<file path="src/hdl/tcte_pkg.sv">
// ----------------------------------------------------------------------------
// tcte_pkg
// Types and constants shared by the connection table engine modules.
// ----------------------------------------------------------------------------
package tcte_pkg;

  // default table size and register reset value
  localparam int DEF_NUM_CONN = 16;
  localparam logic [15:0] WINDOW_RESET = 16'd4096;

  // configuration port
  localparam int ADDR_W = 3;
  localparam logic [ADDR_W-1:0] REG_WINDOW = 3'd0;

  // action codes
  localparam logic [1:0] ACT_SEG  = 2'd0;
  localparam logic [1:0] ACT_BIND = 2'd1;
  localparam logic [1:0] ACT_FREE = 2'd2;

  // tcp control bits
  localparam logic [5:0] F_FIN = 6'h01;
  localparam logic [5:0] F_SYN = 6'h02;
  localparam logic [5:0] F_RST = 6'h04;
  localparam logic [5:0] F_PSH = 6'h08;
  localparam logic [5:0] F_ACK = 6'h10;

  // entry states
  localparam logic [2:0] ST_FREE      = 3'd0;
  localparam logic [2:0] ST_LISTEN    = 3'd1;
  localparam logic [2:0] ST_SYNRCVD   = 3'd2;
  localparam logic [2:0] ST_ESTAB     = 3'd3;
  localparam logic [2:0] ST_CLOSEWAIT = 3'd4;

  // event codes
  localparam logic [3:0] EV_DATA   = 4'd0;
  localparam logic [3:0] EV_ACK    = 4'd1;
  localparam logic [3:0] EV_FIN    = 4'd2;
  localparam logic [3:0] EV_SYNACK = 4'd3;
  localparam logic [3:0] EV_ESTAB  = 4'd4;
  localparam logic [3:0] EV_RESET  = 4'd5;
  localparam logic [3:0] EV_BOUND  = 4'd6;
  localparam logic [3:0] EV_INUSE  = 4'd7;
  localparam logic [3:0] EV_FULL   = 4'd8;
  localparam logic [3:0] EV_FREED  = 4'd9;

  typedef struct packed {
    logic [1:0]  action;
    logic [31:0] local_ip;
    logic [15:0] local_port;
    logic [31:0] remote_ip;
    logic [15:0] remote_port;
    logic [31:0] seq_num;
    logic [31:0] ack_num;
    logic [5:0]  flags;
    logic [15:0] payload_len;
    logic [15:0] peer_window;
    logic [3:0]  free_index;
  } tcte_in_t;

  typedef struct packed {
    logic        reply_valid;
    logic [5:0]  reply_flags;
    logic [31:0] reply_seq;
    logic [31:0] reply_ack;
    logic [15:0] reply_window_res;
    logic [3:0]  event_res;
    logic [3:0]  entry_index;
    logic [3:0]  listener_index;
  } tcte_out_t;

  typedef enum logic [1:0] {
    CLS_SEG,
    CLS_BIND,
    CLS_FREE
  } tcte_cls_t;

  // queue entry between front and back
  typedef struct packed {
    tcte_cls_t cls;
    tcte_in_t  item;
  } tcte_job_t;

endpackage

</file>
<file path="src/hdl/tcte_front.sv">
// ----------------------------------------------------------------------------
// tcte_front
// Accepts input items, classifies the action and queues jobs for the back end.
// ----------------------------------------------------------------------------
module tcte_front import tcte_pkg::*; (
  input  logic      clk,
  input  logic      rst,
  input  logic      in_valid,
  output logic      in_ready,
  input  tcte_in_t  in_data,
  output logic      q_valid,
  input  logic      q_ready,
  output tcte_job_t q_data
);

  tcte_job_t  slot [2];
  logic       wr_ptr;
  logic       rd_ptr;
  logic [1:0] count;
  logic       known;
  tcte_cls_t  cls;
  logic       push;
  logic       pop;

  // classify the action, unused code is dropped
  always_comb begin
    known = 1'b1;
    cls   = CLS_SEG;
    unique case (in_data.action)
      ACT_SEG:  cls = CLS_SEG;
      ACT_BIND: cls = CLS_BIND;
      ACT_FREE: cls = CLS_FREE;
      default:  known = 1'b0;
    endcase
  end

  assign in_ready = (count != 2'd2);
  assign push     = in_valid && in_ready && known;
  assign q_valid  = (count != 2'd0);
  assign q_data   = slot[rd_ptr];
  assign pop      = q_valid && q_ready;

  // two-entry job queue
  always_ff @(posedge clk) begin
    if (rst) begin
      wr_ptr <= 1'b0;
      rd_ptr <= 1'b0;
      count  <= 2'd0;
    end else begin
      if (push) begin
        slot[wr_ptr] <= '{cls: cls, item: in_data};
        wr_ptr       <= ~wr_ptr;
      end
      if (pop) begin
        rd_ptr <= ~rd_ptr;
      end
      count <= count + {1'b0, push} - {1'b0, pop};
    end
  end

endmodule

</file>
<file path="src/hdl/tcte_engine.sv">
// ----------------------------------------------------------------------------
// tcte_engine
// Scans the connection table for a bind or segment job (a free skips the scan),
// decides and commits the update, and holds the result in an output register.
// ----------------------------------------------------------------------------
module tcte_engine import tcte_pkg::*; #(
  parameter int NUM_CONN = DEF_NUM_CONN
) (
  input  logic        clk,
  input  logic        rst,
  input  logic [15:0] reply_window,
  input  logic        q_valid,
  output logic        q_ready,
  input  tcte_job_t   q_data,
  output logic        out_valid,
  input  logic        out_ready,
  output tcte_out_t   out_data
);

  localparam int IDXW = $clog2(NUM_CONN);
  localparam logic [IDXW-1:0] LAST = IDXW'(NUM_CONN - 1);

  typedef struct packed {
    logic [31:0] lip;
    logic [15:0] lport;
    logic [31:0] rip;
    logic [15:0] rport;
    logic [31:0] una;
    logic [31:0] nxt;
    logic [31:0] rnx;
  } rec_t;

  typedef enum logic [1:0] {
    S_IDLE,
    S_SCAN,
    S_DECIDE
  } state_t;

  state_t          st;
  tcte_job_t       cur;
  logic [IDXW-1:0] scan_addr;
  logic            issuing;
  logic            cmp_vld;
  logic [IDXW-1:0] cmp_idx;

  rec_t            mem [NUM_CONN];
  rec_t            rd_data;
  logic [2:0]      conn_state [NUM_CONN];

  // first-match results of the scan
  logic            est_hit, syn_hit, lx_hit, lw_hit, fr_hit;
  logic [IDXW-1:0] est_idx, syn_idx, lx_idx, lw_idx, fr_idx;
  logic [31:0]     est_una, est_nxt, est_rnx, syn_nxt;

  // compare stage
  logic [2:0]      cs;
  logic            tuple_eq, port_eq;
  logic            est_m, syn_m, lx_m, lw_m, fr_m;

  // decision
  logic            done_ok, commit;
  logic            lis_hit;
  logic [IDXW-1:0] lis_idx;
  logic [31:0]     past, left, una_new, seq_plen, seq_one;
  logic            slide_ok, handled;
  logic [3:0]      rst_ev;
  logic            mem_we, st_we;
  logic [IDXW-1:0] mem_wa, st_idx;
  logic [2:0]      st_w;
  rec_t            rec_w;
  tcte_out_t       res;

  assign q_ready = (st == S_IDLE);
  assign done_ok = !out_valid || out_ready;
  assign commit  = (st == S_DECIDE) && done_ok;

  // entry compare against the item
  always_comb begin
    cs       = conn_state[cmp_idx];
    port_eq  = (rd_data.lport == cur.item.local_port);
    tuple_eq = port_eq && (rd_data.lip == cur.item.local_ip) &&
               (rd_data.rip == cur.item.remote_ip) &&
               (rd_data.rport == cur.item.remote_port);
    est_m = (cs == ST_ESTAB) && tuple_eq;
    syn_m = (cs == ST_SYNRCVD) && tuple_eq;
    lx_m  = (cs == ST_LISTEN) && port_eq && (rd_data.lip == cur.item.local_ip);
    lw_m  = (cs == ST_LISTEN) && port_eq && (rd_data.lip == 32'd0);
    fr_m  = (cs == ST_FREE);
  end

  // decide the update and the result
  always_comb begin
    res      = '0;
    mem_we   = 1'b0;
    mem_wa   = fr_idx;
    rec_w    = '0;
    st_we    = 1'b0;
    st_idx   = fr_idx;
    st_w     = ST_FREE;
    handled  = 1'b0;
    rst_ev   = EV_RESET;
    lis_hit  = lx_hit || lw_hit;
    lis_idx  = lx_hit ? lx_idx : lw_idx;
    past     = cur.item.ack_num - est_una;
    left     = est_nxt - cur.item.ack_num;
    slide_ok = (past != 32'd0) && !past[31] && !left[31];
    una_new  = slide_ok ? cur.item.ack_num : est_una;
    seq_plen = cur.item.seq_num + {16'd0, cur.item.payload_len};
    seq_one  = cur.item.seq_num + 32'd1;
    rec_w.lip   = cur.item.local_ip;
    rec_w.lport = cur.item.local_port;
    rec_w.rip   = cur.item.remote_ip;
    rec_w.rport = cur.item.remote_port;

    unique case (cur.cls)
      CLS_FREE: begin
        res.event_res = EV_FREED;
        if (32'(cur.item.free_index) < NUM_CONN) begin
          st_we  = 1'b1;
          st_idx = IDXW'(cur.item.free_index);
          st_w   = ST_FREE;
          res.entry_index = cur.item.free_index;
        end
      end
      CLS_BIND: begin
        if (lis_hit) begin
          res.event_res = EV_INUSE;
        end else if (!fr_hit) begin
          res.event_res = EV_FULL;
        end else begin
          mem_we    = 1'b1;
          mem_wa    = fr_idx;
          rec_w.rip   = 32'd0;
          rec_w.rport = 16'd0;
          st_we     = 1'b1;
          st_idx    = fr_idx;
          st_w      = ST_LISTEN;
          res.event_res   = EV_BOUND;
          res.entry_index = 4'(fr_idx);
        end
      end
      default: begin
        // established connection first
        if (est_hit) begin
          res.reply_valid      = 1'b1;
          res.reply_flags      = F_ACK;
          res.reply_seq        = est_nxt;
          res.reply_window_res = reply_window;
          res.entry_index      = 4'(est_idx);
          rec_w.nxt            = est_nxt;
          mem_wa               = est_idx;
          priority if (cur.item.flags == (F_PSH | F_ACK)) begin
            handled       = 1'b1;
            mem_we        = 1'b1;
            rec_w.una     = una_new;
            rec_w.rnx     = seq_plen;
            res.reply_ack = seq_plen;
            res.event_res = EV_DATA;
          end else if ((cur.item.flags & F_FIN) != 6'd0) begin
            handled       = 1'b1;
            mem_we        = 1'b1;
            rec_w.una     = est_una;
            rec_w.rnx     = seq_one;
            st_we         = 1'b1;
            st_idx        = est_idx;
            st_w          = ST_CLOSEWAIT;
            res.reply_ack = seq_one;
            res.event_res = EV_FIN;
          end else if (cur.item.flags == F_ACK) begin
            handled       = 1'b1;
            mem_we        = 1'b1;
            rec_w.una     = una_new;
            rec_w.rnx     = est_rnx;
            res.reply_ack = est_rnx;
            res.event_res = EV_ACK;
          end else begin
            handled = 1'b0;
          end
        end
        if (!handled) begin
          res = '0;
          // bare syn to a listener opens a child entry
          if (cur.item.flags == F_SYN && lis_hit) begin
            if (fr_hit) begin
              handled   = 1'b1;
              mem_we    = 1'b1;
              mem_wa    = fr_idx;
              rec_w.una = 32'd0;
              rec_w.nxt = 32'd1;
              rec_w.rnx = seq_one;
              st_we     = 1'b1;
              st_idx    = fr_idx;
              st_w      = ST_SYNRCVD;
              res.reply_valid      = 1'b1;
              res.reply_flags      = F_SYN | F_ACK;
              res.reply_ack        = seq_one;
              res.reply_window_res = reply_window;
              res.event_res        = EV_SYNACK;
              res.entry_index      = 4'(fr_idx);
              res.listener_index   = 4'(lis_idx);
            end else begin
              rst_ev = EV_FULL;
            end
          end
          // final ack of the handshake
          if (!handled && cur.item.flags == F_ACK && syn_hit &&
              cur.item.ack_num == syn_nxt) begin
            handled   = 1'b1;
            mem_we    = 1'b1;
            mem_wa    = syn_idx;
            rec_w.una = cur.item.ack_num;
            rec_w.nxt = syn_nxt;
            rec_w.rnx = seq_plen;
            st_we     = 1'b1;
            st_idx    = syn_idx;
            st_w      = ST_ESTAB;
            res.event_res      = EV_ESTAB;
            res.entry_index    = 4'(syn_idx);
            res.listener_index = lis_hit ? 4'(lis_idx) : 4'd0;
          end
          if (!handled) begin
            res.reply_valid      = 1'b1;
            res.reply_flags      = F_RST | F_ACK;
            res.reply_ack        = seq_one;
            res.reply_window_res = cur.item.peer_window;
            res.event_res        = rst_ev;
          end
        end
      end
    endcase
  end

  // record memory, one read port for the scan and one write port
  always_ff @(posedge clk) begin
    if (commit && mem_we) begin
      mem[mem_wa] <= rec_w;
    end
    rd_data <= mem[scan_addr];
  end

  // entry states, cleared by reset
  always_ff @(posedge clk) begin
    if (rst) begin
      for (int i = 0; i < NUM_CONN; i++) begin
        conn_state[i] <= ST_FREE;
      end
    end else if (commit && st_we) begin
      conn_state[st_idx] <= st_w;
    end
  end

  // sequencer and output register
  always_ff @(posedge clk) begin
    if (rst) begin
      st        <= S_IDLE;
      out_valid <= 1'b0;
      issuing   <= 1'b0;
      cmp_vld   <= 1'b0;
      scan_addr <= '0;
      est_hit   <= 1'b0;
      syn_hit   <= 1'b0;
      lx_hit    <= 1'b0;
      lw_hit    <= 1'b0;
      fr_hit    <= 1'b0;
    end else begin
      // result register
      if (commit) begin
        out_valid <= 1'b1;
        out_data  <= res;
      end else if (out_ready) begin
        out_valid <= 1'b0;
      end
      unique case (st)
        S_IDLE: begin
          if (q_valid) begin
            cur     <= q_data;
            est_hit <= 1'b0;
            syn_hit <= 1'b0;
            lx_hit  <= 1'b0;
            lw_hit  <= 1'b0;
            fr_hit  <= 1'b0;
            if (q_data.cls == CLS_FREE) begin
              st <= S_DECIDE;
            end else begin
              st        <= S_SCAN;
              scan_addr <= '0;
              issuing   <= 1'b1;
            end
          end
        end
        S_SCAN: begin
          // issue reads one entry a cycle
          cmp_vld <= issuing;
          cmp_idx <= scan_addr;
          if (issuing) begin
            if (scan_addr == LAST) begin
              issuing <= 1'b0;
            end else begin
              scan_addr <= scan_addr + IDXW'(1);
            end
          end
          // keep the lowest matching index of each kind
          if (cmp_vld) begin
            if (!est_hit && est_m) begin
              est_hit <= 1'b1;
              est_idx <= cmp_idx;
              est_una <= rd_data.una;
              est_nxt <= rd_data.nxt;
              est_rnx <= rd_data.rnx;
            end
            if (!syn_hit && syn_m) begin
              syn_hit <= 1'b1;
              syn_idx <= cmp_idx;
              syn_nxt <= rd_data.nxt;
            end
            if (!lx_hit && lx_m) begin
              lx_hit <= 1'b1;
              lx_idx <= cmp_idx;
            end
            if (!lw_hit && lw_m) begin
              lw_hit <= 1'b1;
              lw_idx <= cmp_idx;
            end
            if (!fr_hit && fr_m) begin
              fr_hit <= 1'b1;
              fr_idx <= cmp_idx;
            end
            if (cmp_idx == LAST) begin
              st <= S_DECIDE;
            end
          end
        end
        S_DECIDE: begin
          if (done_ok) begin
            st <= S_IDLE;
          end
        end
        default: st <= S_IDLE;
      endcase
    end
  end

  // jobs are only taken while the sequencer is idle
  a_pop_idle: assert property (@(posedge clk) disable iff (rst)
    (q_valid && q_ready) |-> (st == S_IDLE))
    else $error("job taken while busy");

  // a new result only appears after a decide cycle
  a_res_from_decide: assert property (@(posedge clk) disable iff (rst)
    $rose(out_valid) |-> $past(st == S_DECIDE))
    else $error("result without decision");

  // one entry cannot be both established and half open
  a_hits_distinct: assert property (@(posedge clk) disable iff (rst)
    (est_hit && syn_hit) |-> (est_idx != syn_idx))
    else $error("entry matched in two states");

  // the scan ends only on the last entry
  a_scan_end: assert property (@(posedge clk) disable iff (rst)
    (st == S_SCAN && cmp_vld && cmp_idx != LAST) |=> (st == S_SCAN))
    else $error("scan left early");

endmodule

</file>
<file path="src/hdl/tcp_connection_table_engine.sv">
// ----------------------------------------------------------------------------
// tcp_connection_table_engine
// Passive-open tcp connection table: bind, free and received segment handling.
// ----------------------------------------------------------------------------
// Flow: a bind or segment is scanned over the whole table, one entry a cycle,
//   then decided; a free skips the scan. Decide holds until the output
//   register is free, and the engine takes a new job only when idle; a
//   two-entry queue takes further items while an item is being worked on.
// Reset: synchronous; all entries become free and reply_window returns to 4096.
module tcp_connection_table_engine import tcte_pkg::*; #(
  parameter int NUM_CONN = DEF_NUM_CONN
) (
  input  logic              clk,
  input  logic              rst,
  input  logic              in_valid,
  output logic              in_ready,
  input  tcte_in_t          in_data,
  output logic              out_valid,
  input  logic              out_ready,
  output tcte_out_t         out_data,
  input  logic              psel,
  input  logic              penable,
  input  logic              pwrite,
  input  logic [ADDR_W-1:0] paddr,
  input  logic [31:0]       pwdata,
  output logic [31:0]       prdata,
  output logic              pready
);

  logic [15:0] reply_window;
  logic        q_valid;
  logic        q_ready;
  tcte_job_t   q_data;

  assign pready = 1'b1;

  // configuration register
  always_ff @(posedge clk) begin
    if (rst) begin
      reply_window <= WINDOW_RESET;
    end else if (psel && penable && pwrite && paddr == REG_WINDOW) begin
      reply_window <= pwdata[15:0];
    end
  end

  // register read back
  always_comb begin
    prdata = 32'd0;
    if (paddr == REG_WINDOW) begin
      prdata = {16'd0, reply_window};
    end
  end

  tcte_front u_front (
    .clk      (clk),
    .rst      (rst),
    .in_valid (in_valid),
    .in_ready (in_ready),
    .in_data  (in_data),
    .q_valid  (q_valid),
    .q_ready  (q_ready),
    .q_data   (q_data)
  );

  tcte_engine #(
    .NUM_CONN (NUM_CONN)
  ) u_engine (
    .clk          (clk),
    .rst          (rst),
    .reply_window (reply_window),
    .q_valid      (q_valid),
    .q_ready      (q_ready),
    .q_data       (q_data),
    .out_valid    (out_valid),
    .out_ready    (out_ready),
    .out_data     (out_data)
  );

endmodule
</file>
<file path="config.mk">
export PLATFORM = sky130hd
export DESIGN_NAME = tcp_connection_table_engine
export DESIGN_NICKNAME = d
export VERILOG_FILES = /design/src/hdl/tcte_pkg.sv /design/src/hdl/tcte_front.sv /design/src/hdl/tcte_engine.sv /design/src/hdl/tcp_connection_table_engine.sv
export SDC_FILE = /design/constraint.sdc
export NUM_CORES = 2
export LEC_CHECK = 0
export ABC_CLOCK_PERIOD_IN_PS = 59500
export BUFFER_PORTS_ARGS = -buffer_cell sky130_fd_sc_hd__buf_2
export CAP_MARGIN = 20
export CORE_ASPECT_RATIO = 1.4
export CORE_UTILIZATION = 65
export CTS_BUF_LIST = sky130_fd_sc_hd__clkbuf_4
export DETAILED_ROUTE_END_ITERATION = 10
export HOLD_SLACK_MARGIN = 0.06
export PLACE_DENSITY = 0.86
export SYNTH_ARGS = -nofsm -noshare
export SYNTH_HDL_FRONTEND = slang
export SYNTH_SLANG_ARGS = --single-unit
</file>
<file path="constraint.sdc">
create_clock -name clk -period 59.5 [get_ports clk]
set_clock_uncertainty 0.1 [all_clocks]
set_input_delay 14.875 -clock clk [delete_from_list [all_inputs] [get_ports clk]]
set_output_delay 14.875 -clock clk [all_outputs]
set_load 0.1 [all_outputs]
</file>
* After elaboration in Yosys (flattened, before gate mapping)
Memory sizes are Yosys's and may differ from the RTL's. A register that Yosys moved wholly into a read port is not among the register bits.
Cells that the tools add are included.
** Operators by class
- Add/sub/neg operators :: 7
- Eq/ne operators :: 33
- Bitwise operators :: 5
- Reduce and logical (&&, ||, !) cells :: 69
- Muxes and demuxes :: 140
** Operators with widths (number)
- $mux W96 :: 6
- $mux W32 :: 7
- $mux W48 :: 3
- $mux W60 :: 2
- $mux W4 :: 29
- $mux W99 :: 1
- $eq A32 B32 Y1 :: 3
- $mux W95 :: 1
- $sub A32 B32 Y32 :: 2
- $mux W1 :: 57
- $mux W52 :: 1
- $reduce_and A4 Y1 :: 11
- $add A32 B1 Y32 const B :: 1
- $add A32 B16 Y32 :: 1
- $eq A16 B16 Y1 :: 2
- $logic_not A32 Y1 :: 1
- $reduce_bool A32 Y1 :: 1
- $logic_and A1 B1 Y1 :: 28
- $mux W3 :: 9
- $mux W7 :: 3
- $ne A2 B1 Y1 const B :: 10
- $mux W16 :: 1
- $pmux W1 S2 :: 8
- $pmux W4 S2 :: 2
- other kinds (29) :: 64
** Word-level totals
- Logic and storage cells :: 300
- Output and inout bits :: 134
- Memories kept :: 3
- RAM bits :: 3532
- Flip-flop bits (word level) :: 489
- Input bits :: 246
** Memory list
- u_engine.mem :: depth 16, bits a word 192, rd ports 1, clocked after memory_dff 1, wr ports 1, line tcte_engine.sv:46 : rec_t mem [NUM_CONN];
- u_front.slot :: depth 2, bits a word 206, rd ports 1, clocked after memory_dff 1, wr ports 1, line tcte_front.sv:16 : tcte_job_t slot [2];
- u_engine.conn_state :: depth 16, bits a word 3, rd ports 1, clocked after memory_dff 1, wr ports 16, line tcte_engine.sv:48 : logic [2:0] conn_state [NUM_CONN];

* Logic depth before layout (Yosys ltp)
- Depth after elaboration :: 21
- Gate-level depth with buffers :: 12
- Gate-level depth less buffers :: 11

* Cells and area by module
From an unflattened synthesis, not the netlist that was laid out.
** Unflattened totals
- Cells, all modules :: 6384
- Area total of the unflattened synthesis :: 138629.2 um^2
** By module, submodules not included
- tcte_engine :: sequential area each 94460.6 um^2, times used 1, area an instance 121945.7 um^2, cells each 5608
- tcte_front :: sequential area each 12472.0 um^2, times used 1, area an instance 15688.8 um^2, cells each 669
- tcp_connection_table_engine :: sequential area each 320.3 um^2, times used 1, area an instance 994.7 um^2, cells each 107

* Least setup slack after synthesis
No wires, ideal clock.
- Path type :: input-to-reg
- Start point :: input rst
- End point :: register u_engine.cur[0] (netlist name) (enable)
- Data required time :: 58.132 ns
- Path slack :: 23.952 ns
- Arrival time :: 34.181 ns
- Path buffers :: 1
- Setup time :: 1.268 ns
- Stages :: 2
- Path through :: clkbuf_1 -> nor4_1
** Between the ends
- Word-level cells in the longest chain between the ends :: 2
** RTL lines
- start: declaration :: line tcp_connection_table_engine.sv:14 : input logic rst,
- $not A1 Y1 (no line)
- $reduce_and A3 Y1 (no line)
- end signal: assignment :: line tcte_engine.sv:276 : cur <= q_data;
- end: declaration :: line tcte_engine.sv:40 : tcte_job_t cur;
Every way passes these cells.
A chain may end at the register's enable or synchronous reset.

* Final worst setup path
- Start point :: input paddr[0]
- End point :: output prdata[15]
** Between the ends
- Word-level cells in the longest chain between the ends :: 2
** RTL lines
- start: declaration :: line tcp_connection_table_engine.sv:24 : input logic [ADDR_W-1:0] paddr,
- $logic_not A3 Y1 :: line tcp_connection_table_engine.sv:49 : if (paddr == REG_WINDOW) begin
- $mux W16 :: line tcp_connection_table_engine.sv:49
- end: declaration :: line tcp_connection_table_engine.sv:26 : output logic [31:0] prdata,
Every way passes these cells.

==> run summary <==
Synth Register Bits - 3,634
Iteration-0 DRC Markers - 9,817
Number of buffers created by CTS - 781
Starting Density - 65.5%
Xor-xnor portion of the synthesized cell area - 1.20%
CTS sink cnt - 3,634
GP Congestion - 0.924
Commonest non-fill, non-tap cell in the layout - edfxtp_1
Status - completed
FMAX - 0.0316 GHz
Leakage - 50.7 nW
Share of power burned in registers - 51.9%
Cells after synthesis - 6,348
RSZ-0062 raised after global routing - false
Initial antenna violation count - 19
Fraction of registers with async set/reset - 0%
Multiplexer share of the synthesized area - 14.9%
Root Driver - clkbuf_4
Layout cells sized above 1 - 35.3%
DRC Markers - 0
Syn_area_per_cell - 21.7 um^2
CP Launch Type - input port
Clk network pwr share - 33.2%
Worst Tran Pin Value - 1190 ps
Post-synth EDFFs - 3,435
Worst Path Max Fanout - 10
Post_cts resized - 0
Clk_lat worst skew - 1340 ps
Vias per std cell - 6.68
Cell Area, Synth - 138,000 um^2
Main combinational cell family by area after synthesis - multiplexers
Setup Total Neg Slack - 0 ps
Grt ovf - 0
Fin crit period - 31,650 ps
Main synth FF type - edfxtp_1
Cell variety after synth - 82
Max Cap Violations - 0
Sequential cell area fraction in the yosys report - 77.9%
Crit end category - primary output
Yosys warning total - 0
FP Rows - 199
Combinational power share - 14.9%
WS Path Type - input port to primary output
Tot Pwr - 5.90 mW
Die Y - 546 um
Pin count of the biggest net entering global routing - 142
Synth Area in Simple Gates - 2.56%
Final period utilization - 53.2%
DP HPWL - 174,000 um
Vias - 72,071
Max-slew violations - 0
Die area - 214,000 um^2
Total track usage - 31.6%
Hold_buf cts - 0
Fin nets - 7,577
Final Hold Vio Count - 0
Global-route wire length before repair - 488,000 um
Critical Path AT - 16,680 ps
Post-Synth Adder-Cell Area - 0.215%
Worst EP required - 44,530 ps
H-tree levels - 6
Sw power - 1.56 mW
WL final - 338,000 um
P&R area growth vs syn - 11.6%
CTS tree - yes
Reg clk slew, reported paths - 80 ps
Max VDD drop - 0.0328 mV
WL/cell - 31.3 um
Synth Area in Compound Gates - 2.22%
Top-level I/O count - 380
Vias in the first global route - 74,884
Routed Antenna Nets - 0
Core Region - 210,000 um^2
Hold WC Path Type - register to register
Power Density - 38.4 nW/um^2
Pint - 4.34 mW
Clock Path Buffers - 4
Commonest non-fill, non-tap cells in the layout - 3,435 x edfxtp_1, 1,189 x clkbuf_4, 789 x mux4_2, 343 x buf_2, 208 x mux2_2
Relative slew slack - 20.4%
Final setup viols - 0
# port buffers - 343
Post-CTS Setup Inserts - 0
Sw Ratio - 26.4%
DIE WIDTH - 391 um
Pre-antenna DRT Iters - 7
-- final timing paths --
| kind | start | end | slack [ps] | depth (start not counted) |
|---|---|---|---|---|
| worst min-delay path | u_engine.rd_data[4] | u_engine.est_rnx[4] | 300 | 0 |
| worst max-delay path | paddr[0] | prdata[15] | 27850 | 5 |
| worst max register to register | u_engine.syn_nxt[3] | u_engine.mem[14][170] | 52920 | 11 |
| worst min register to register | u_engine.rd_data[4] | u_engine.est_rnx[4] | 300 | 0 |
-- sequential cells by signal, indices dropped and copies added (netlist names), 2 cells and up, named ones only --
signal and cells:
u_front.count 2, u_engine.rd_data 160, u_engine.syn_idx 4, u_engine.cmp_idx 4, u_engine.cur 204, u_engine.est_nxt 32
u_engine.syn_nxt 32, u_engine.est_rnx 32, u_engine.lw_idx 4, u_front.slot 408, u_engine.mem 2560, u_engine.out_data 95
u_engine.conn_state 48, u_engine.lx_idx 4, u_engine.est_idx 4, reply_window 16, u_engine.st 2, u_engine.fr_idx 4
u_engine.scan_addr 4
-- logic make-up after synthesis --
| kind of cell | Yosys count |
|---|---|
| flip-flops | 3634 |
| multiplexers | 1037 |
| AND/OR/NAND/NOR | 666 |
| other | 2 |
| buffers and inverters | 349 |
| XOR/XNOR | 189 |
| adder cells (fa/ha/maj) | 23 |
| AO/OA/AOI/OAI | 448 |
-- metrics by stage --
step | utilization [%] | cells | instance area, um^2 | hold slack [ps] | setup WS (ps)
finish | 73.1 | 10782 | 154000 | 297 | 27850
global route | 73.1 | 10778 | 154000 | 297 | 27730
CTS | 73.0 | 10757 | 153000 | 296 | 27920
detailed placement | 68.0 | 9322 | 143000 | 289 | 27920
global placement | 68.0 | 9322 | 143000 | 289 | 28010
floorplan | - | 6366 | 138000 | 286 | 23950
-- synth_stat cells (11+ instances only) --
master    instances  share of area, %
edfxtp_1       3435                75
nand3_1          39              0.14
nor3_1           41              0.15
a22oi_1          11             0.060
a21o_1           14             0.076
clkbuf_1        235              0.64
a22o_1           56              0.36
mux2_2          208               1.7
o21ai_0          65              0.24
nor2_1          123              0.34
o21a_1           17             0.093
mux2i_1          40              0.29
ha_1             22              0.20
nor4_1           46              0.21
buf_1            46              0.13
a21oi_1         130              0.47
nand4_1          36              0.16
inv_1            22             0.060
nand2_1         145              0.40
nor2b_1          87              0.40
buf_2            25             0.091
and2_1           26              0.12
xor2_1          149              0.95
buf_4            21              0.11
mux4_2          789                13
a221oi_1         20              0.13
a221o_1          13             0.095
a31oi_1          12             0.055
dfxtp_1         199               2.9
xnor2_1          40              0.25
and3_1           51              0.23
a211oi_1         36              0.20
o211ai_1         15             0.082
nand2b_1         27              0.12
-- area by class of cell --
cell class                 count  area [um^2]
antenna                        8         20.0
clock inverter               247         1520
clock buffer                1188         8920
fill                       11219        56600
tap                         2814         3520
timing repair buffer         486         3030
inverter                      22         82.6
multi-input combinational   2383        29300
sequential                  3634       107000
-- power by group through the flow --
stage                     registers (mW)  clock network [mW]  logic (mW)
after CTS                           3.06                1.98       0.882
final                               3.06                1.96       0.880
after floorplan                     3.15                   0       0.625
after detailed placement            3.11                   0       0.867
after global routing                3.07                2.10       0.928
after global placement              3.10                   0       0.835
-- metal layers --
layer | share of wire (%) | global-route usage [%] | up-vias | wire length [um]
li1 | - | - | 28790 | -
met1 | 33 | 39.9 | 36561 | 113000
met2 | 51 | 53.4 | 5727 | 174000
met3 | 11 | 6.33 | 981 | 36200
met4 | 4.4 | 14.2 | 12 | 14800
met5 | 0.031 | 0 | - | 105
-- worst max-delay path, stage by stage --
cell    delay [ps]
buf_2          130
nor3_1         800
buf_4          300
and2_1         140
buf_2          420
(Power assumes the default switching activity.)
